## src/rtl/pbs_pkg.sv

```systemverilog
// Shared constants and register codes for the power button sequencer.
package pbs_pkg;

  // Fixed field and state widths
  localparam int TIME_W      = 32;
  localparam int SUM_W       = 32;
  localparam int HOLD_W      = 16;
  localparam int DEBOUNCE_W  = 10;
  localparam int THRESH_W    = 13;
  localparam int SAMPLE_W    = 10;

  // Default width of the battery sample counter
  localparam int SAMPLE_COUNT_BITS_DEFAULT = 16;

  // Configuration port
  localparam int APB_ADDR_W = 5;
  localparam int APB_DATA_W = 32;
  localparam int REG_IDX_W  = 3;

  // Register indexes
  localparam logic [REG_IDX_W-1:0] REG_ON_HOLD   = 3'd0;
  localparam logic [REG_IDX_W-1:0] REG_OFF_HOLD  = 3'd1;
  localparam logic [REG_IDX_W-1:0] REG_SHDN_WAIT = 3'd2;
  localparam logic [REG_IDX_W-1:0] REG_DEBOUNCE  = 3'd3;
  localparam logic [REG_IDX_W-1:0] REG_BATT_THR  = 3'd4;

  // Register reset values
  localparam logic [HOLD_W-1:0]     ON_HOLD_RST   = 16'd1000;
  localparam logic [HOLD_W-1:0]     OFF_HOLD_RST  = 16'd3000;
  localparam logic [HOLD_W-1:0]     SHDN_WAIT_RST = 16'd10000;
  localparam logic [DEBOUNCE_W-1:0] DEBOUNCE_RST  = 10'd50;
  localparam logic [THRESH_W-1:0]   BATT_THR_RST  = 13'd3200;

endpackage

```

## src/rtl/pbs_ifs.sv

```systemverilog
// Valid/ready channel interfaces for sampling passes and status results.
interface pbs_pins_if;
  import pbs_pkg::*;

  logic                valid;
  logic                ready;
  logic                button_level;
  logic                host_shutdown_level;
  logic [SAMPLE_W-1:0] battery_sample;
  logic                tick;

  modport source (
    output valid, button_level, host_shutdown_level, battery_sample, tick,
    input  ready
  );
  modport sink (
    input  valid, button_level, host_shutdown_level, battery_sample, tick,
    output ready
  );
endinterface

interface pbs_status_if;
  logic valid;
  logic ready;
  logic power_enable;
  logic shutdown_request;
  logic forward_press;
  logic low_battery_alert;

  modport source (
    output valid, power_enable, shutdown_request, forward_press, low_battery_alert,
    input  ready
  );
  modport sink (
    input  valid, power_enable, shutdown_request, forward_press, low_battery_alert,
    output ready
  );
endinterface

```

## src/rtl/pbs_div.sv

```systemverilog
// Restoring divider, one quotient bit per cycle, for the battery average.
module pbs_div #(
  parameter int NUM_W = 32,
  parameter int DEN_W = 16
) (
  input  logic             clk,
  input  logic             rst,
  input  logic             start,
  input  logic [NUM_W-1:0] dividend,
  input  logic [DEN_W-1:0] divisor,
  output logic             done,
  output logic [NUM_W-1:0] quotient
);

  localparam int CNT_W = $clog2(NUM_W + 1);

  logic             busy;
  logic [CNT_W-1:0] cnt;
  logic [DEN_W-1:0] rem;
  logic [DEN_W-1:0] den;
  logic [NUM_W-1:0] work;
  logic [DEN_W:0]   trial;
  logic             fits;
  logic [DEN_W:0]   diff;

  // Shift the next dividend bit into the partial remainder and try a subtract
  assign trial = {rem, work[NUM_W-1]};
  assign fits  = trial >= {1'b0, den};
  assign diff  = trial - {1'b0, den};

  // Control: load on start, count down one bit per cycle
  always_ff @(posedge clk) begin
    if (rst) begin
      busy <= 1'b0;
      done <= 1'b0;
      cnt  <= '0;
    end else begin
      done <= 1'b0;
      if (start) begin
        busy <= 1'b1;
        cnt  <= CNT_W'(NUM_W);
      end else if (busy) begin
        cnt <= cnt - 1'b1;
        if (cnt == CNT_W'(1)) begin
          busy <= 1'b0;
          done <= 1'b1;
        end
      end
    end
  end

  // Datapath: dividend bits leave at the top, quotient bits enter at the bottom
  always_ff @(posedge clk) begin
    if (start) begin
      rem  <= '0;
      den  <= divisor;
      work <= dividend;
    end else if (busy) begin
      rem  <= fits ? diff[DEN_W-1:0] : trial[DEN_W-1:0];
      work <= {work[NUM_W-2:0], fits};
    end
  end

  assign quotient = work;

endmodule

```

## src/rtl/power_button_sequencer_core.sv

```systemverilog
// Power button sequencer: debounce, hold timers, battery average check, shutdown wait.
// Pass: an accepted word runs through S_TIME, S_DEB, S_STAB, S_DECIDE and S_DONE;
//   S_ACC comes in when the sample is averaged, and S_DIV, waiting on the 32-step
//   divide, for a power-on decision. One word at a time: pins.ready is low from
//   acceptance until the result is loaded into the output register.
// Reset: synchronous active-high rst clears control state and restores register defaults.
module power_button_sequencer_core #(
  parameter int SAMPLE_COUNT_BITS = pbs_pkg::SAMPLE_COUNT_BITS_DEFAULT
) (
  input  logic                            clk,
  input  logic                            rst,
  pbs_pins_if.sink                        pins,
  pbs_status_if.source                    status,
  input  logic                            psel,
  input  logic                            penable,
  input  logic                            pwrite,
  input  logic [pbs_pkg::APB_ADDR_W-1:0]  paddr,
  input  logic [pbs_pkg::APB_DATA_W-1:0]  pwdata,
  output logic [pbs_pkg::APB_DATA_W-1:0]  prdata,
  output logic                            pready
);
  import pbs_pkg::*;

  localparam int CNT_W = SAMPLE_COUNT_BITS;

  // Sequencer states
  localparam logic [2:0] S_IDLE   = 3'd0;
  localparam logic [2:0] S_TIME   = 3'd1;
  localparam logic [2:0] S_DEB    = 3'd2;
  localparam logic [2:0] S_STAB   = 3'd3;
  localparam logic [2:0] S_DECIDE = 3'd4;
  localparam logic [2:0] S_ACC    = 3'd5;
  localparam logic [2:0] S_DIV    = 3'd6;
  localparam logic [2:0] S_DONE   = 3'd7;

  logic [2:0] state;

  // Configuration registers
  logic [HOLD_W-1:0]     power_on_hold_ms;
  logic [HOLD_W-1:0]     power_off_hold_ms;
  logic [HOLD_W-1:0]     shutdown_wait_ms;
  logic [DEBOUNCE_W-1:0] debounce_ms;
  logic [THRESH_W-1:0]   battery_threshold_mv;
  logic [REG_IDX_W-1:0]  reg_idx;
  logic                  cfg_write;

  // Latched input word
  logic                button_level;
  logic                host_shutdown_level;
  logic [SAMPLE_W-1:0] battery_sample;
  logic                tick;
  logic                pressed;
  logic                host_down;

  // Sequencer state
  logic [TIME_W-1:0] time_now;
  logic [TIME_W-1:0] debounce_deadline;
  logic              shutdown_raw_prev;
  logic              shutdown_stable;
  logic              power_is_on;
  logic              shutdown_pending;
  logic              shutdown_out_level;
  logic              hold_timer_running;
  logic [TIME_W-1:0] hold_deadline;
  logic              wait_timer_running;
  logic [TIME_W-1:0] wait_deadline;
  logic              button_prev;
  logic [SUM_W-1:0]  battery_sum;
  logic [CNT_W-1:0]  battery_count;
  logic              need_cmp;
  logic              forward;
  logic              alert;

  // Output register
  logic out_valid;
  logic out_power_enable;
  logic out_shutdown_request;
  logic out_forward_press;
  logic out_low_battery_alert;

  // Accumulate and divide
  logic [SUM_W:0]     sum_ext;
  logic               acc_ok;
  logic [SUM_W-1:0]   sum_next;
  logic [CNT_W-1:0]   count_next;
  logic               div_start;
  logic               div_done;
  logic [SUM_W-1:0]   div_quotient;
  logic               shutting;
  logic               pins_take;
  logic               out_free;

  assign pressed   = ~button_level;
  assign host_down = ~host_shutdown_level;
  assign shutting  = power_is_on & (shutdown_stable | shutdown_pending);

  assign pins.ready = (state == S_IDLE);
  assign pins_take  = pins.valid & pins.ready;
  assign out_free   = ~out_valid | status.ready;

  // Configuration port: always ready, write on the access cycle
  assign pready    = 1'b1;
  assign reg_idx   = paddr[APB_ADDR_W-1:2];
  assign cfg_write = psel & penable & pwrite;

  always_ff @(posedge clk) begin
    if (rst) begin
      power_on_hold_ms     <= ON_HOLD_RST;
      power_off_hold_ms    <= OFF_HOLD_RST;
      shutdown_wait_ms     <= SHDN_WAIT_RST;
      debounce_ms          <= DEBOUNCE_RST;
      battery_threshold_mv <= BATT_THR_RST;
    end else if (cfg_write) begin
      unique case (reg_idx)
        REG_ON_HOLD:   power_on_hold_ms     <= pwdata[HOLD_W-1:0];
        REG_OFF_HOLD:  power_off_hold_ms    <= pwdata[HOLD_W-1:0];
        REG_SHDN_WAIT: shutdown_wait_ms     <= pwdata[HOLD_W-1:0];
        REG_DEBOUNCE:  debounce_ms          <= pwdata[DEBOUNCE_W-1:0];
        REG_BATT_THR:  battery_threshold_mv <= pwdata[THRESH_W-1:0];
        default: ;
      endcase
    end
  end

  // Read back the selected register
  always_comb begin
    unique case (reg_idx)
      REG_ON_HOLD:   prdata = APB_DATA_W'(power_on_hold_ms);
      REG_OFF_HOLD:  prdata = APB_DATA_W'(power_off_hold_ms);
      REG_SHDN_WAIT: prdata = APB_DATA_W'(shutdown_wait_ms);
      REG_DEBOUNCE:  prdata = APB_DATA_W'(debounce_ms);
      REG_BATT_THR:  prdata = APB_DATA_W'(battery_threshold_mv);
      default:       prdata = '0;
    endcase
  end

  // Accumulate four times the sample unless the count is full or the sum would wrap
  assign sum_ext    = {1'b0, battery_sum} + (SUM_W + 1)'({battery_sample, 2'b00});
  assign acc_ok     = (battery_count != {CNT_W{1'b1}}) & ~sum_ext[SUM_W];
  assign sum_next   = acc_ok ? sum_ext[SUM_W-1:0] : battery_sum;
  assign count_next = acc_ok ? battery_count + 1'b1 : battery_count;
  assign div_start  = (state == S_ACC) & need_cmp;

  pbs_div #(
    .NUM_W (SUM_W),
    .DEN_W (CNT_W)
  ) u_div (
    .clk      (clk),
    .rst      (rst),
    .start    (div_start),
    .dividend (sum_next),
    .divisor  (count_next),
    .done     (div_done),
    .quotient (div_quotient)
  );

  // Hold the accepted word
  always_ff @(posedge clk) begin
    if (pins_take) begin
      button_level        <= pins.button_level;
      host_shutdown_level <= pins.host_shutdown_level;
      battery_sample      <= pins.battery_sample;
      tick                <= pins.tick;
    end
  end

  // Sequencer
  always_ff @(posedge clk) begin
    if (rst) begin
      state              <= S_IDLE;
      time_now           <= '0;
      debounce_deadline  <= '0;
      shutdown_raw_prev  <= 1'b0;
      shutdown_stable    <= 1'b0;
      power_is_on        <= 1'b0;
      shutdown_pending   <= 1'b0;
      shutdown_out_level <= 1'b0;
      hold_timer_running <= 1'b0;
      hold_deadline      <= '0;
      wait_timer_running <= 1'b0;
      wait_deadline      <= '0;
      button_prev        <= 1'b0;
      battery_sum        <= '0;
      battery_count      <= '0;
      need_cmp           <= 1'b0;
      forward            <= 1'b0;
      alert              <= 1'b0;
    end else begin
      unique case (state)
        S_IDLE: begin
          if (pins_take) begin
            forward  <= 1'b0;
            alert    <= 1'b0;
            need_cmp <= 1'b0;
            state    <= S_TIME;
          end
        end
        // Advance the millisecond clock
        S_TIME: begin
          time_now <= time_now + TIME_W'(tick);
          state    <= S_DEB;
        end
        // Restart the debounce window on a pin change
        S_DEB: begin
          if (host_down != shutdown_raw_prev) begin
            debounce_deadline <= time_now + TIME_W'(debounce_ms);
          end
          state <= S_STAB;
        end
        S_STAB: begin
          if (time_now > debounce_deadline) begin
            shutdown_stable <= host_down;
          end
          shutdown_raw_prev <= host_down;
          state             <= S_DECIDE;
        end
        // Shutdown wait, hold timer, or release handling
        S_DECIDE: begin
          button_prev <= pressed;
          // Fold the sample into the average while a power-on hold is running
          state       <= (!shutting && pressed && hold_timer_running && !power_is_on) ?
                         S_ACC : S_DONE;
          if (shutting) begin
            if (!wait_timer_running) begin
              wait_timer_running <= 1'b1;
              wait_deadline      <= time_now + TIME_W'(shutdown_wait_ms);
              shutdown_out_level <= 1'b1;
              shutdown_pending   <= 1'b1;
            end else if (time_now > wait_deadline) begin
              wait_timer_running <= 1'b0;
              power_is_on        <= 1'b0;
              shutdown_out_level <= 1'b0;
              shutdown_pending   <= 1'b0;
            end
          end else if (pressed) begin
            if (!hold_timer_running) begin
              hold_timer_running <= 1'b1;
              battery_count      <= '0;
              battery_sum        <= '0;
              hold_deadline      <= time_now +
                TIME_W'(power_is_on ? power_off_hold_ms : power_on_hold_ms);
            end else if (time_now > hold_deadline) begin
              hold_timer_running <= 1'b0;
              if (power_is_on) begin
                shutdown_out_level <= 1'b1;
                shutdown_pending   <= 1'b1;
              end else begin
                need_cmp <= 1'b1;
              end
            end
          end else if (button_prev && hold_timer_running) begin
            forward <= 1'b1;
          end else begin
            hold_timer_running <= 1'b0;
          end
        end
        // Fold the sample into the running average; divide if a decision is due
        S_ACC: begin
          battery_sum   <= sum_next;
          battery_count <= count_next;
          state         <= need_cmp ? S_DIV : S_DONE;
        end
        S_DIV: begin
          if (div_done) begin
            if ((battery_count != '0) &&
                (div_quotient > SUM_W'(battery_threshold_mv))) begin
              power_is_on <= 1'b1;
            end else begin
              alert <= 1'b1;
            end
            state <= S_DONE;
          end
        end
        S_DONE: begin
          if (out_free) begin
            state <= S_IDLE;
          end
        end
        default: state <= S_IDLE;
      endcase
    end
  end

  // Output register: load when the pass finishes, drop when the sink takes it
  always_ff @(posedge clk) begin
    if (rst) begin
      out_valid <= 1'b0;
    end else if ((state == S_DONE) && out_free) begin
      out_valid <= 1'b1;
    end else if (status.ready) begin
      out_valid <= 1'b0;
    end
  end

  always_ff @(posedge clk) begin
    if ((state == S_DONE) && out_free) begin
      out_power_enable      <= power_is_on;
      out_shutdown_request  <= shutdown_out_level;
      out_forward_press     <= forward;
      out_low_battery_alert <= alert;
    end
  end

  assign status.valid             = out_valid;
  assign status.power_enable      = out_power_enable;
  assign status.shutdown_request  = out_shutdown_request;
  assign status.forward_press     = out_forward_press;
  assign status.low_battery_alert = out_low_battery_alert;

endmodule

```

## src/flat_wrapper.sv

```systemverilog
// flat-port wrapper written by rule: the top's interface ports become plain ports
module power_button_sequencer_core_flat import pbs_pkg::*;
#(
  parameter int SAMPLE_COUNT_BITS = pbs_pkg::SAMPLE_COUNT_BITS_DEFAULT
)
  (clk, rst, psel, penable, pwrite, paddr, pwdata, prdata, pready, pins_valid, pins_button_level, pins_host_shutdown_level, pins_battery_sample, pins_tick, pins_ready, status_valid, status_power_enable, status_shutdown_request, status_forward_press, status_low_battery_alert, status_ready);
  pbs_pins_if pins_i ();
  pbs_status_if status_i ();
  input  logic clk;
  input  logic rst;
  input  logic psel;
  input  logic penable;
  input  logic pwrite;
  input  logic [pbs_pkg::APB_ADDR_W-1:0] paddr;
  input  logic [pbs_pkg::APB_DATA_W-1:0] pwdata;
  output logic [pbs_pkg::APB_DATA_W-1:0] prdata;
  output logic pready;
  input wire logic [$bits(pins_i.valid)-1:0] pins_valid;
  input wire logic [$bits(pins_i.button_level)-1:0] pins_button_level;
  input wire logic [$bits(pins_i.host_shutdown_level)-1:0] pins_host_shutdown_level;
  input wire logic [$bits(pins_i.battery_sample)-1:0] pins_battery_sample;
  input wire logic [$bits(pins_i.tick)-1:0] pins_tick;
  output wire logic [$bits(pins_i.ready)-1:0] pins_ready;
  output wire logic [$bits(status_i.valid)-1:0] status_valid;
  output wire logic [$bits(status_i.power_enable)-1:0] status_power_enable;
  output wire logic [$bits(status_i.shutdown_request)-1:0] status_shutdown_request;
  output wire logic [$bits(status_i.forward_press)-1:0] status_forward_press;
  output wire logic [$bits(status_i.low_battery_alert)-1:0] status_low_battery_alert;
  input wire logic [$bits(status_i.ready)-1:0] status_ready;
  assign pins_i.valid = pins_valid;
  assign pins_i.button_level = pins_button_level;
  assign pins_i.host_shutdown_level = pins_host_shutdown_level;
  assign pins_i.battery_sample = pins_battery_sample;
  assign pins_i.tick = pins_tick;
  assign pins_ready = pins_i.ready;
  assign status_valid = status_i.valid;
  assign status_power_enable = status_i.power_enable;
  assign status_shutdown_request = status_i.shutdown_request;
  assign status_forward_press = status_i.forward_press;
  assign status_low_battery_alert = status_i.low_battery_alert;
  assign status_i.ready = status_ready;
  power_button_sequencer_core #(.SAMPLE_COUNT_BITS(SAMPLE_COUNT_BITS)) u_core (.clk(clk), .rst(rst), .pins(pins_i), .status(status_i), .psel(psel), .penable(penable), .pwrite(pwrite), .paddr(paddr), .pwdata(pwdata), .prdata(prdata), .pready(pready));
endmodule
```

## config.mk

```make
export PLATFORM = sky130hd
export DESIGN_NAME = power_button_sequencer_core_flat
export DESIGN_NICKNAME = d
export VERILOG_FILES = /design/src/rtl/pbs_pkg.sv /design/src/rtl/pbs_ifs.sv /design/src/rtl/pbs_div.sv /design/src/rtl/power_button_sequencer_core.sv /design/src/flat_wrapper.sv
export SDC_FILE = /design/constraint.sdc
export NUM_CORES = 1
export LEC_CHECK = 0
export ABC_AREA = 1
export BUFFER_PORTS_ARGS = -buffer_cell sky130_fd_sc_hd__buf_4
export CELL_PAD_IN_SITES_DETAIL_PLACEMENT = 1
export CELL_PAD_IN_SITES_GLOBAL_PLACEMENT = 1
export CORE_ASPECT_RATIO = 1.1
export CORE_MARGIN = 1.5
export CORE_UTILIZATION = 38
export CTS_CLUSTER_DIAMETER = 100
export DETAILED_ROUTE_END_ITERATION = 8
export GPL_ROUTABILITY_DRIVEN = 0
export PLACE_DENSITY = 0.73
export SYNTH_ARGS = -nofsm -noshare
export SYNTH_HDL_FRONTEND = slang
export SYNTH_HIERARCHICAL = 1
export SYNTH_SLANG_ARGS = --single-unit
```

## constraint.sdc

```tcl
create_clock -name clk -period 4.5 [get_ports clk]
set_input_delay 0.675 -clock clk [delete_from_list [all_inputs] [get_ports clk]]
set_output_delay 0.675 -clock clk [all_outputs]
set_load 0.01 [all_outputs]
```

=== Word level (Yosys, flattened, before mapping) ===
Cells that the tools add are included.

* Bits in registers: 350
* Word-level logic and storage cells: 201
* Output and inout bits: 39
* Input bits: 57

* Reductions and logical operators: 40
* Magnitude comparators: 5
* Bitwise operators: 16
* Add/subtract/negate cells: 8
* Multiplexer cells: 61
* Equality and inequality tests: 33

{| class="wikitable"
|+ Operators with widths
! kind !! number
|-
| $mux W32 || 6
|-
| $gt A32 B32 Y1 || 3
|-
| $mux W16 || 6
|-
| $pmux W16 S5 || 1
|-
| $pmux W32 S2 || 1
|-
| $mux W1 || 35
|-
| $add A32 B12 Y33 || 1
|-
| $add A32 B1 Y32 || 1
|-
| $add A32 B10 Y32 || 1
|-
| $add A32 B16 Y32 || 1
|-
| $add A32 B32 Y32 || 1
|-
| $gt A32 B13 Y1 || 1
|-
| $pmux W16 S2 || 1
|-
| $pmux W3 S8 || 1
|-
| $ne A2 B1 Y1 const B || 9
|-
| $ne A2 B2 Y1 const B || 9
|-
| $reduce_bool A2 Y1 || 9
|-
| $ge A17 B16 Y1 || 1
|-
| $add A16 B1 Y16 const B || 1
|-
| $ne A16 B16 Y1 const B || 1
|-
| $reduce_and A2 Y1 || 8
|-
| $reduce_bool A16 Y1 || 1
|-
| $sub A16 B16 Y16 || 1
|-
| $eq A3 B3 Y1 const B || 5
|-
| other kinds (23) || 58
|}

=== Depth between registers and ports, before layout ===
Gate-level depths: netlist of run 1.

* Word-level depth: 8
* Depth in mapped cells: 18
* Gate-level depth less buffers: 18

=== Modules after synthesis ===
The synthesis of run 1 kept the hierarchy.

{| class="wikitable"
|+ By module, submodules not included
! module !! area an instance (sq um) !! cells each !! times used
|-
| power_button_sequencer_core || 19861.5 || 2980 || 1
|-
| pbs_div || 4041.4 || 522 || 1
|}

=== Worst setup path after synthesis of run 1 ===
No wires, ideal clock.

* Path type: register -> register
* Start: register u_core.state[2]
* End: register u_core.u_div.work[0] (netlist: u_core/u_div/quotient[0]) (enable)
* Path slack: 1.039 ns
* Clock period less this slack: 3.461 ns
* Stages on the path, launching flop included: 8
* Buffers on the path: 1
* Required time: 4.109 ns
* Data arrival time: 3.070 ns
* Cell sequence: dfxtp_1 -> inv_2 -> nor2_1 -> inv_1 -> nor3_1 -> clkbuf_1 -> nor2_1 -> inv_1

* Cells in the longest elaborated chain, start to end: 3

{| class="wikitable"
|+ RTL lines
! element !! RTL line !! RTL
|-
| from (decl) || power_button_sequencer_core.sv:36 || <nowiki>logic [2:0] state;</nowiki>
|-
| from (signal assigned) || power_button_sequencer_core.sv:221 || <nowiki>state <= (!shutting && pressed && hold_timer_running && !power_is_on) ?</nowiki>
|-
| from (signal assigned) || power_button_sequencer_core.sv:261 || <nowiki>state <= need_cmp ? S_DIV : S_DONE;</nowiki>
|-
| $eq A3 B3 Y1 || power_button_sequencer_core.sv:142 || <nowiki>assign div_start = (state == S_ACC) & need_cmp;</nowiki>
|-
| $and A1 B1 Y1 || power_button_sequencer_core.sv:142 ||
|-
| net u_core.div_start || power_button_sequencer_core.sv:86 || <nowiki>logic div_start;</nowiki>
|-
| $reduce_bool A2 Y1 (no source line) || - ||
|-
| to (signal assigned) || pbs_div.sv:57 || <nowiki>work <= dividend;</nowiki>
|-
| to (signal assigned) || pbs_div.sv:60 || <nowiki>work <= {work[NUM_W-2:0], fits};</nowiki>
|-
| to (decl) || pbs_div.sv:21 || <nowiki>logic [NUM_W-1:0] work;</nowiki>
|}

The timed path passes the listed nets, and every way through them passes these cells.
A chain may end at the register's enable or synchronous reset.

=== Worst setup path in the final report of run 1 ===
* Start: register u_core.power_is_on
* End: register u_core.hold_deadline[22]

* Cells in the longest elaborated chain, start to end: 3
* Elaborated cells on any way between the ends: 5
* Classes of those cells: add/sub (1); mux (1); bitwise (2); reduce/logical (1)

{| class="wikitable"
|+ RTL lines
! element !! RTL line !! RTL
|-
| from (decl) || power_button_sequencer_core.sv:60 || <nowiki>logic power_is_on;</nowiki>
|-
| from (signal assigned) || power_button_sequencer_core.sv:175 || <nowiki>power_is_on <= 1'b0;</nowiki>
|-
| from (signal assigned) || power_button_sequencer_core.sv:231 || <nowiki>power_is_on <= 1'b0;</nowiki>
|-
| from (signal assigned) || power_button_sequencer_core.sv:267 || <nowiki>power_is_on <= 1'b1;</nowiki>
|-
| branches (longest 3 deep; another with $add A32 B32 Y32) || - ||
|-
| to (signal assigned) || power_button_sequencer_core.sv:240 || <nowiki>hold_deadline <= time_now +</nowiki>
|-
| to (decl) || power_button_sequencer_core.sv:64 || <nowiki>logic [TIME_W-1:0] hold_deadline;</nowiki>
|}

Parallel ways; which one is timed is not known.

==> Implementation_results.wiki, run 1 <==
{| class="wikitable"
! Metric !! Value
|-
| Highest Clock Rate || 278 MHz
|-
| Pwr Density || 319 nW/um2
|-
| Cell Area, Synth || 23900 um2
|-
| Post-synthesis async set-or-reset flop share || 0%
|-
| Clock sink count || 348
|-
| Largest driver fanout on the critical path || 16
|-
| Post-DP HPWL || 58600 um
|-
| Multiplexer share of the synthesized area || 0%
|-
| Leak pwr || 12.2 nW
|-
| Most frequent standard cell in the layout excluding fill and tap cells || sky130_fd_sc_hd__nand2_1
|-
| Yosys warning total || 6
|-
| Clock-pin slew of the registers on the worst-case setup and hold paths || 0.06 ns
|-
| Run status || complete, no violations
|-
| Final nets || 3782
|-
| Area fraction in compound gates after synthesis || 14.8%
|-
| Capturing element type of the critical path || register
|-
| Critical path, cell by cell || inv_1 -> nand2_1 -> nand2_1 -> ha_1 -> inv_1 -> fa_1 -> o21ai_1 -> a21boi_0 -> o21ai_1 -> nand2_1 -> nand2_1 -> nand2_1 -> nand2_1 -> nand3_1 -> nand2_1 -> inv_1
|-
| Number of library cell types mapped by synthesis || 62
|-
| Residual antenna-violating net count after detailed routing || 0
|-
| Final-report max-slew violation count || 0
|-
| Worst-skew pair later-pin latency || 0.58 ns
|-
| Number of buffers added by the clock tree synthesis step || 44
|-
| Setup_tns || 0 ns
|-
| Die footprint || 64400 um2
|-
| Worst slack at placement || 1.02 ns
|-
| Worst path bufs/invs || 3
|-
| Share of post-route cells with drive strength above 1 || 8.68%
|-
| Max-capacitance violation count || 0
|-
| Unrepaired setup endpoints after global routing || no
|-
| Post-cts resize count || 0
|-
| Setup clock skew after layout || 0.0200 ns
|-
| Post-synthesis area per instance || 6.83 um2
|-
| Worst EP arrival || 4.07 ns
|-
| VDD IR-drop max || 0.275 mV
|-
| Count of endpoints failing hold in the final timing report || 0
|-
| Req. time, crit path || 4.97 ns
|-
| R2r setup slk || 0.90 ns
|-
| Number of I/O port buffers || 60
|-
| Routed wire length per instance || 18.0 um
|-
| Main combinational cell family by area after synthesis || simple AND/OR/NAND/NOR gates
|-
| Number of flip-flops and latches in the synthesized netlist || 348
|-
| Wire length of the first global-routing pass || 127000 um
|-
| Count of vias placed by the detailed router || 22900
|-
| Total GRT Usage || 24.5%
|-
| H-tree levels || 2
|-
| Share of the cycle needed by the critical path after routing || 80.0%
|-
| Max Buffers Root-to-Sink || 3
|-
| Floorplan die height || 266 um
|-
| # diodes || 0
|-
| Critical path start-end classification || register to register
|-
| Sequential area share after synthesis || 31.9%
|-
| Core Box Area || 62300 um2
|-
| Minimum setup slack in the final design || 0.901 ns
|-
| Commonest non-fill, non-tap cells in the layout || sky130_fd_sc_hd__nand2_1 (884), sky130_fd_sc_hd__inv_1 (481), sky130_fd_sc_hd__nor2_1 (314)
|-
| Number of setup buffers added after CTS || 0
|-
| Longest individual stage delay on the worst path || 0.53 ns
|-
| Xor and xnor area share after synthesis || 2.78%
|-
| Die X || 242 um
|-
| Dpl cells || 4324
|-
| Filler cell count in the final layout || 8109
|-
| Cell with the biggest individual delay on the critical path || sky130_fd_sc_hd__inv_1
|-
| Initial core utilization || 38.3%
|-
| End-of-flow core utilization || 42.5%
|-
| Rel. slew slack || 21.9%
|-
| CTS Hold Bufs || 0
|-
| Total DRC errors in the routed layout || 0
|-
| Synthesized netlist cell count || 3502
|-
| Vias in the first global route || 23300
|-
| Final setup viols || 0
|-
| Pin count of the biggest net entering global routing || 91
|-
| Number of antenna violations at the first check in global routing || 0
|-
| Clock period minus worst slack || 3.60 ns
|-
| Routed wire length || 79200 um
|-
| Boundary Pins || 96
|-
| Top cell by count, worst path || sky130_fd_sc_hd__nand2_1
|-
| Residual overflow from global routing || 0
|-
| Drt initial violations || 1033
|-
| Count of non-filler cells in the finished layout || 4405
|-
| Adder and majority cell fraction of the synthesized area || 10.0%
|-
| Area share of and/or/nand/nor cells after synthesis || 29.8%
|-
| CP Launch Type || register
|-
| Clk Tree Root Cell || sky130_fd_sc_hd__clkbuf_16
|-
| Area grow syn2layout || 11.0%
|-
| Cell type group with the largest total delay on the critical path || compound AO/OA/AOI/OAI gates
|-
| Via-per-instance ratio || 5.20
|-
| Primary flip-flop cell chosen by synthesis mapping || sky130_fd_sc_hd__dfxtp_1
|-
| Pre-Repair DR Iteration Count || 5
|-
| Row Count || 96
|-
| Measured slew at the worst slew-check pin || 1.17 ns
|-
| Path class of the lowest-slack min-delay path || primary input to register
|-
| Clock tree from TritonCTS || yes
|-
| Number of synthesized flops with an enable pin || 65
|}
==> through the flow <==
| stage | hold WS [ns] | instance area, um2 | power [W] |
|---|---|---|---|
| floorplan | 0.408 | 24000 | 0.00453 |
| global placement | 0.418 | 25100 | 0.00494 |
| detailed placement | 0.417 | 25100 | 0.00497 |
| CTS | 0.239 | 26500 | 0.00856 |
| global route | 0.252 | 26500 | 0.00888 |
| finish | 0.272 | 26500 | 0.00845 |
==> report_power, final <==
part	internal, W	leakage (nW)	switching [W]	total, W
sequential	0.00333	2.89	0.0000946	0.00343
combinational	0.000507	8.59	0.000980	0.00149
clock	0.00203	0.712	0.00150	0.00354
total	0.00587	12.2	0.00258	0.00845
==> final timing paths <==
check,to,from,depth (start not counted)
max,u_core/hold_deadline[22],u_core/power_is_on,16
min,u_core/tick,pins_tick,1
max reg2reg,u_core/hold_deadline[22],u_core/power_is_on,16
min reg2reg,u_core/status.forward_press,u_core/forward,0
==> cell type report <==
cell class	instances	area, um2	share of cell area [%]
clock buffers	59	1260	4.75
clock inverters	22	151	0.571
well taps	833	1040	3.93
inverters	514	1930	7.29
flip-flops and latches	348	7620	28.7
repair buffers	93	711	2.68
multi-input cells	2536	13800	52.1
==> cell families (layout without fill, tap and decap cells) <==
logic type,Yosys count,after routing
simple gates,1635,1635
flops,348,348
xor+xnor,76,76
buf+inv,635,688
fa+ha+maj,188,188
other cells,2,19
compound gates,618,618
==> sequential cells by signal, indices dropped and copies added, names as in the netlist, 30 cells and up <==
register,cells
u_core/debounce_deadline,32
u_core/time_now,32
u_core/battery_sum,30
u_core/hold_deadline,32
u_core/u_div/quotient,32
u_core/wait_deadline,32
==> per-layer routing <==
layer / vias to the layer above / global-route usage, % / share of wire [%]
li1: 11400 / - / -
met1: 11000 / 31.7 / 46
met2: 332 / 43.1 / 48
met3: 103 / 2.42 / 3.3
met4: 0 / 7.33 / 2.6
met5: - / 0 / 0
==> synthesized netlist by cell type (all sizes together) (33+ instances only) <==
| cell | number | area share, % |
|---|---|---|
| nand4 | 58 | 1.6 |
| dfxtp | 283 | 24 |
| o21ai | 225 | 4.9 |
| inv | 509 | 8.0 |
| nor2 | 330 | 5.6 |
| nand2 | 916 | 15 |
| a21oi | 278 | 6.0 |
| o211ai | 33 | 1.0 |
| xor2 | 51 | 1.9 |
| ha | 183 | 9.6 |
| nor3 | 53 | 1.4 |
| edfxtp | 65 | 8.2 |
| buf | 58 | 1.6 |
| clkbuf | 63 | 1.0 |
| nand3 | 230 | 4.9 |
Note: power is estimated with default switching activity, not from simulation.
==> inputs of run 2 (changes only) <==
- clock period: 4.5 -> 3.67 ns (I/O delays scaled with it)
==> run 2 against run 1 <==
Effect of this change: core utilization is 0.19 points higher; combinational power is 22% higher; register-to-register slack worse by 0.33 ns; cell count is 0.11% higher.
==> Implementation_results.wiki, run 2 (same netlist as run 1, synthesis figures left out) <==
{| class="wikitable"
! Metric !! Value
|-
| Run status || complete, no violations
|-
| CP Launch Type || register
|-
| Req. time, crit path || 4.19 ns
|-
| Residual overflow from global routing || 0
|-
| Initial core utilization || 38.3%
|-
| Capturing element type of the critical path || register
|-
| Count of endpoints failing hold in the final timing report || 0
|-
| Destination of the worst register-to-register timing path || u_core/hold_deadline[15]
|-
| Worst Min Path Start || pins_tick
|-
| Row Count || 96
|-
| Post-cts resize count || 0
|-
| H-tree levels || 2
|-
| Share of post-route cells with drive strength above 1 || 8.69%
|-
| Number of buffers added by the clock tree synthesis step || 42
|-
| Wire length of the first global-routing pass || 127000 um
|-
| Final cell area excluding filler cells || 26600 um2
|-
| Area occupied by multi-input gates || 13800 um2
|-
| VDD IR-drop max || 0.382 mV
|-
| Number of cells traversed by the worst hold path || 1
|-
| Commonest non-fill, non-tap cells in the layout || sky130_fd_sc_hd__nand2_1 (884), sky130_fd_sc_hd__inv_1 (481), sky130_fd_sc_hd__nor2_1 (314)
|-
| R2r setup slk || 0.57 ns
|-
| Clock sink count || 348
|-
| Clk Tree Root Cell || sky130_fd_sc_hd__clkbuf_16
|-
| Setup_tns || 0 ns
|-
| Measured slew at the worst slew-check pin || 0.815 ns
|-
| Boundary Pins || 96
|-
| Area grow syn2layout || 11.5%
|-
| Hold Path Sink || u_core/tick
|-
| Pwr Density || 394 nW/um2
|-
| Leak pwr || 12.2 nW
|-
| Max-capacitance violation count || 0
|-
| Critical path start-end classification || register to register
|-
| Final nets || 3788
|-
| Most frequent standard cell in the layout excluding fill and tap cells || sky130_fd_sc_hd__nand2_1
|-
| Clock period minus worst slack || 3.10 ns
|-
| FF-to-FF path depth || 17
|-
| Max Buffers Root-to-Sink || 3
|-
| Number of antenna violations at the first check in global routing || 0
|-
| Worst-skew pair later-pin latency || 0.59 ns
|-
| Routed wire length || 78700 um
|-
| Worst slack at placement || 0.568 ns
|-
| Floorplan die height || 266 um
|-
| Core Box Area || 62300 um2
|-
| Rel. slew slack || 45.7%
|-
| Final-report max-slew violation count || 0
|-
| Filler cell count in the final layout || 8065
|-
| Largest driver fanout on the critical path || 11
|-
| Pin count of the biggest net entering global routing || 131
|-
| Total GRT Usage || 24.4%
|-
| Unrepaired setup endpoints after global routing || no
|-
| # diodes || 0
|-
| Post-DP HPWL || 58900 um
|-
| Path class of the lowest-slack min-delay path || primary input to register
|-
| Number of setup buffers added after CTS || 0
|-
| Vias in the first global route || 23200
|-
| Reg-to-reg critical path startpoint || u_core/power_is_on
|-
| Die footprint || 64400 um2
|-
| CTS Hold Bufs || 0
|-
| Via-per-instance ratio || 5.18
|-
| Cell area after placement || 25200 um2
|-
| Final setup viols || 0
|-
| Residual antenna-violating net count after detailed routing || 0
|-
| Pre-Repair DR Iteration Count || 8
|-
| Clock-pin slew of the registers on the worst-case setup and hold paths || 0.06 ns
|-
| Clock tree from TritonCTS || yes
|-
| Count of vias placed by the detailed router || 22800
|-
| Highest Clock Rate || 323 MHz
|-
| Total DRC errors in the routed layout || 0
|-
| Number of I/O port buffers || 60
|-
| Drt initial violations || 1043
|-
| Die X || 242 um
|-
| Share of the cycle needed by the critical path after routing || 84.4%
|-
| Setup clock skew after layout || 0.0296 ns
|-
| Minimum setup slack in the final design || 0.573 ns
|-
| Routed wire length per instance || 17.8 um
|-
| Sequential cell area || 7620 um2
|-
| Worst EP arrival || 3.62 ns
|}
[run 2: power breakdown]
part / switching (W) / internal, W / total [W]
Sequential: 0.000120 / 0.00409 / 0.00421
Clock: 0.00181 / 0.00266 / 0.00447
Combinational: 0.00120 / 0.000624 / 0.00182
[run 2: per-layer routing]
layer	vias to the layer above	share of wire (%)	GRT usage, %
met5	-	0	0
met4	0	2.3	6.35
met3	106	3.4	2.88
met2	326	48	43.3
met1	10900	46	31.3
li1	11500	-	-
[run 2: through the flow]
stage	hold slack, ns	util [%]	instances	power [W]
6_report	0.143	42.7	4410	0.0105
5_1_grt	0.116	42.7	4410	0.0110
4_1_cts	0.105	42.7	4410	0.0106
2_1_floorplan	0.408	-	3519	0.00555
3_5_place_dp	0.420	40.4	4332	0.00611
3_3_place_gp	0.417	40.4	4332	0.00607
[run 2: critical path, cell delays in order (launching register included)]
cell and delay (ns):
sky130_fd_sc_hd__dfxtp_1 0.52, sky130_fd_sc_hd__inv_1 0.11, sky130_fd_sc_hd__buf_4 0.20, sky130_fd_sc_hd__or2_2 0.28
sky130_fd_sc_hd__o21ai_0 0.15, sky130_fd_sc_hd__inv_1 0.08, sky130_fd_sc_hd__ha_1 0.28, sky130_fd_sc_hd__nand3_1 0.06
sky130_fd_sc_hd__nand2_1 0.13, sky130_fd_sc_hd__nand2_1 0.06, sky130_fd_sc_hd__nand2_1 0.19, sky130_fd_sc_hd__inv_1 0.06
sky130_fd_sc_hd__o21ai_0 0.31, sky130_fd_sc_hd__inv_1 0.10, sky130_fd_sc_hd__or2_2 0.28, sky130_fd_sc_hd__nand3_1 0.07
sky130_fd_sc_hd__o211ai_1 0.09, sky130_fd_sc_hd__inv_1 0.08
[run 2: cell type report]
cell class	count	area share, %
multi-input cells	2536	51.8
inverters	514	7.26
clock inverters	18	1.04
repair buffers	101	2.99
clock buffers	60	4.39
flip-flops and latches	348	28.6
well taps	833	3.91
[run 2: worst max-delay path by stage]
stage / from / endpoint / slack (ns) / depth (start not counted)
after global placement: u_core/power_is_on / u_core/hold_deadline[28] / 0.60 / 15
after detailed placement: u_core/power_is_on / u_core/hold_deadline[28] / 0.57 / 15
after global routing: u_core/power_is_on / u_core/hold_deadline[28] / 0.28 / 15
after floorplan: u_core/state[2] / u_core/u_div/quotient[0] / 0.21 / 7
final: u_core/power_is_on / u_core/hold_deadline[15] / 0.57 / 17
after CTS: u_core/power_is_on / u_core/hold_deadline[15] / 0.54 / 17
==> inputs of run 3 (changes only) <==
- clock period: 3.67 -> 3.1 ns (I/O delays scaled with it)
==> run 3 against run 2 <==
Effect of this change: sequential share of layout area fell by 0.34 points; wire length grew 1.4%; first-iteration DRC count increased by 11%; core utilization rose by 0.52 points; cell count rose by 0.91%; power is 18% higher; highest routed layer unchanged; non-clock buffer count rose by 42; register-to-register slack lost 0.38 ns; count of clock-buffer cells in the layout is 9 lower; critical path type unchanged; via count rose by 1.1%; sequential power increased by 18%; setup slack got worse by 0.38 ns.
==> Implementation_results.wiki, run 3 (same netlist as run 1, synthesis figures left out) <==
{| class="wikitable"
! Metric !! Value
|-
| Area grow syn2layout || 12.8%
|-
| H-tree levels || 2
|-
| Total GRT Usage || 25.0%
|-
| Max-capacitance violation count || 0
|-
| Commonest non-fill, non-tap cells in the layout || sky130_fd_sc_hd__nand2_1 (884), sky130_fd_sc_hd__inv_1 (481), sky130_fd_sc_hd__nor2_1 (314)
|-
| Die footprint || 64400 um2
|-
| Vias in the first global route || 23600
|-
| Count of endpoints failing hold in the final timing report || 0
|-
| Max Buffers Root-to-Sink || 3
|-
| Setup_tns || 0 ns
|-
| Clock period minus worst slack || 2.91 ns
|-
| Initial core utilization || 38.3%
|-
| Core Box Area || 62300 um2
|-
| Critical path start-end classification || register to register
|-
| Final setup viols || 0
|-
| Clock tree from TritonCTS || yes
|-
| Highest Clock Rate || 344 MHz
|-
| Largest driver fanout on the critical path || 14
|-
| Share of post-route cells with drive strength above 1 || 9.93%
|-
| Leak pwr || 12.5 nW
|-
| CP Launch Type || register
|-
| Path class of the lowest-slack min-delay path || primary input to register
|-
| Number of buffers added by the clock tree synthesis step || 42
|-
| Minimum setup slack in the final design || 0.189 ns
|-
| Pwr Density || 459 nW/um2
|-
| Count of non-filler cells in the finished layout || 4450
|-
| Req. time, crit path || 3.45 ns
|-
| Total DRC errors in the routed layout || 0
|-
| Number of setup buffers added after CTS || 0
|-
| Wire length of the first global-routing pass || 129000 um
|-
| Die X || 242 um
|-
| Clock-pin slew of the registers on the worst-case setup and hold paths || 0.06 ns
|-
| Drt initial violations || 1157
|-
| Final-report max-slew violation count || 0
|-
| Dpl cells || 4374
|-
| Routed wire length per instance || 17.9 um
|-
| Worst slack at placement || 0.198 ns
|-
| Number of I/O port buffers || 60
|-
| Unrepaired setup endpoints after global routing || no
|-
| Post-DP HPWL || 60300 um
|-
| Number of antenna violations at the first check in global routing || 0
|-
| # diodes || 0
|-
| Pre-Repair DR Iteration Count || 5
|-
| Capturing element type of the critical path || register
|-
| End-of-flow core utilization || 43.3%
|-
| Most frequent standard cell in the layout excluding fill and tap cells || sky130_fd_sc_hd__nand2_1
|-
| Final nets || 3830
|-
| Rel. slew slack || 40.3%
|-
| Row Count || 96
|-
| Worst EP arrival || 3.26 ns
|-
| Setup clock skew after layout || 0.0361 ns
|-
| Worst-skew pair later-pin latency || 0.60 ns
|-
| Pin count of the biggest net entering global routing || 131
|-
| Count of vias placed by the detailed router || 23100
|-
| Floorplan die height || 266 um
|-
| Clk Tree Root Cell || sky130_fd_sc_hd__clkbuf_16
|-
| Worst hold-check slack || 0.0432 ns
|-
| VDD IR-drop max || 0.435 mV
|-
| Measured slew at the worst slew-check pin || 0.895 ns
|-
| Routed wire length || 79800 um
|-
| Clock sink count || 348
|-
| Share of the cycle needed by the critical path after routing || 93.9%
|-
| Residual overflow from global routing || 0
|-
| Boundary Pins || 96
|-
| Residual antenna-violating net count after detailed routing || 0
|-
| Via-per-instance ratio || 5.19
|-
| Run status || complete, no violations
|}
==> run 3: final cells by class <==
cell class | instances | area, um2
Clock buffer | 51 | 1150
Sequential cell | 348 | 7620
Timing Repair Buffer | 143 | 1120
Clock inverter | 25 | 288
Tap cell | 833 | 1040
Multi-Input combinational cell | 2536 | 13800
Inverter | 514 | 1930
Fill cell | 8108 | 35400
==> run 3: report_power, final <==
part	switching (W)	internal [W]	leakage (nW)
registers	0.000146	0.00484	2.89
logic	0.00144	0.000752	8.87
clock network	0.00214	0.00307	0.703
==> run 3: path summary, 6_finish.rpt <==
| path | from | endpoint | slack, ns | depth (start not counted) |
|---|---|---|---|---|
| max | u_core/battery_sample[0] | u_core/u_div/quotient[19] | 0.19 | 15 |
| min | pins_battery_sample[9] | u_core/battery_sample[9] | 0.04 | 1 |
| max reg2reg | u_core/battery_sample[0] | u_core/u_div/quotient[19] | 0.19 | 15 |
| min reg2reg | u_core/hold_deadline[3] | u_core/hold_deadline[3] | 0.46 | 2 |
==> run 3: layer usage <==
layer	vias up	wire length [um]	share of wire, %	global-route usage (%)
met3	107	2620	3.3	2.35
met4	0	2020	2.5	6.91
met2	374	38400	48	44.3
met5	-	0	0	0
li1	11600	-	-	-
met1	11000	36700	46	32.2
==> run 3: timing repair <==
action	CTS	global route
resized for setup	0	7
hold buffers	0	0
setup endpoints to repair	0	24
==> run 3: through the flow <==
stage	power [W]	cell area [um2]
floorplan	0.00657	24000
global placement	0.00720	25500
detailed placement	0.00726	25500
CTS	0.0125	27000
global route	0.0130	27000
finish	0.0124	27000
==> run 3: worst max-delay path: stages (launching register included) <==
cell and delay [ns]:
sky130_fd_sc_hd__edfxtp_1 0.37, sky130_fd_sc_hd__ha_1 0.27, sky130_fd_sc_hd__fa_1 0.44, sky130_fd_sc_hd__nand2_1 0.12, sky130_fd_sc_hd__nand3_1 0.09, sky130_fd_sc_hd__nand3_1 0.08
sky130_fd_sc_hd__nand2_1 0.08, sky130_fd_sc_hd__nand2_1 0.12, sky130_fd_sc_hd__nand2_4 0.09, sky130_fd_sc_hd__nand2_2 0.15, sky130_fd_sc_hd__nand2_4 0.10, sky130_fd_sc_hd__inv_2 0.28
sky130_fd_sc_hd__nand4_1 0.16, sky130_fd_sc_hd__and2_1 0.18, sky130_fd_sc_hd__nand2_1 0.07, sky130_fd_sc_hd__nand2_1 0.05
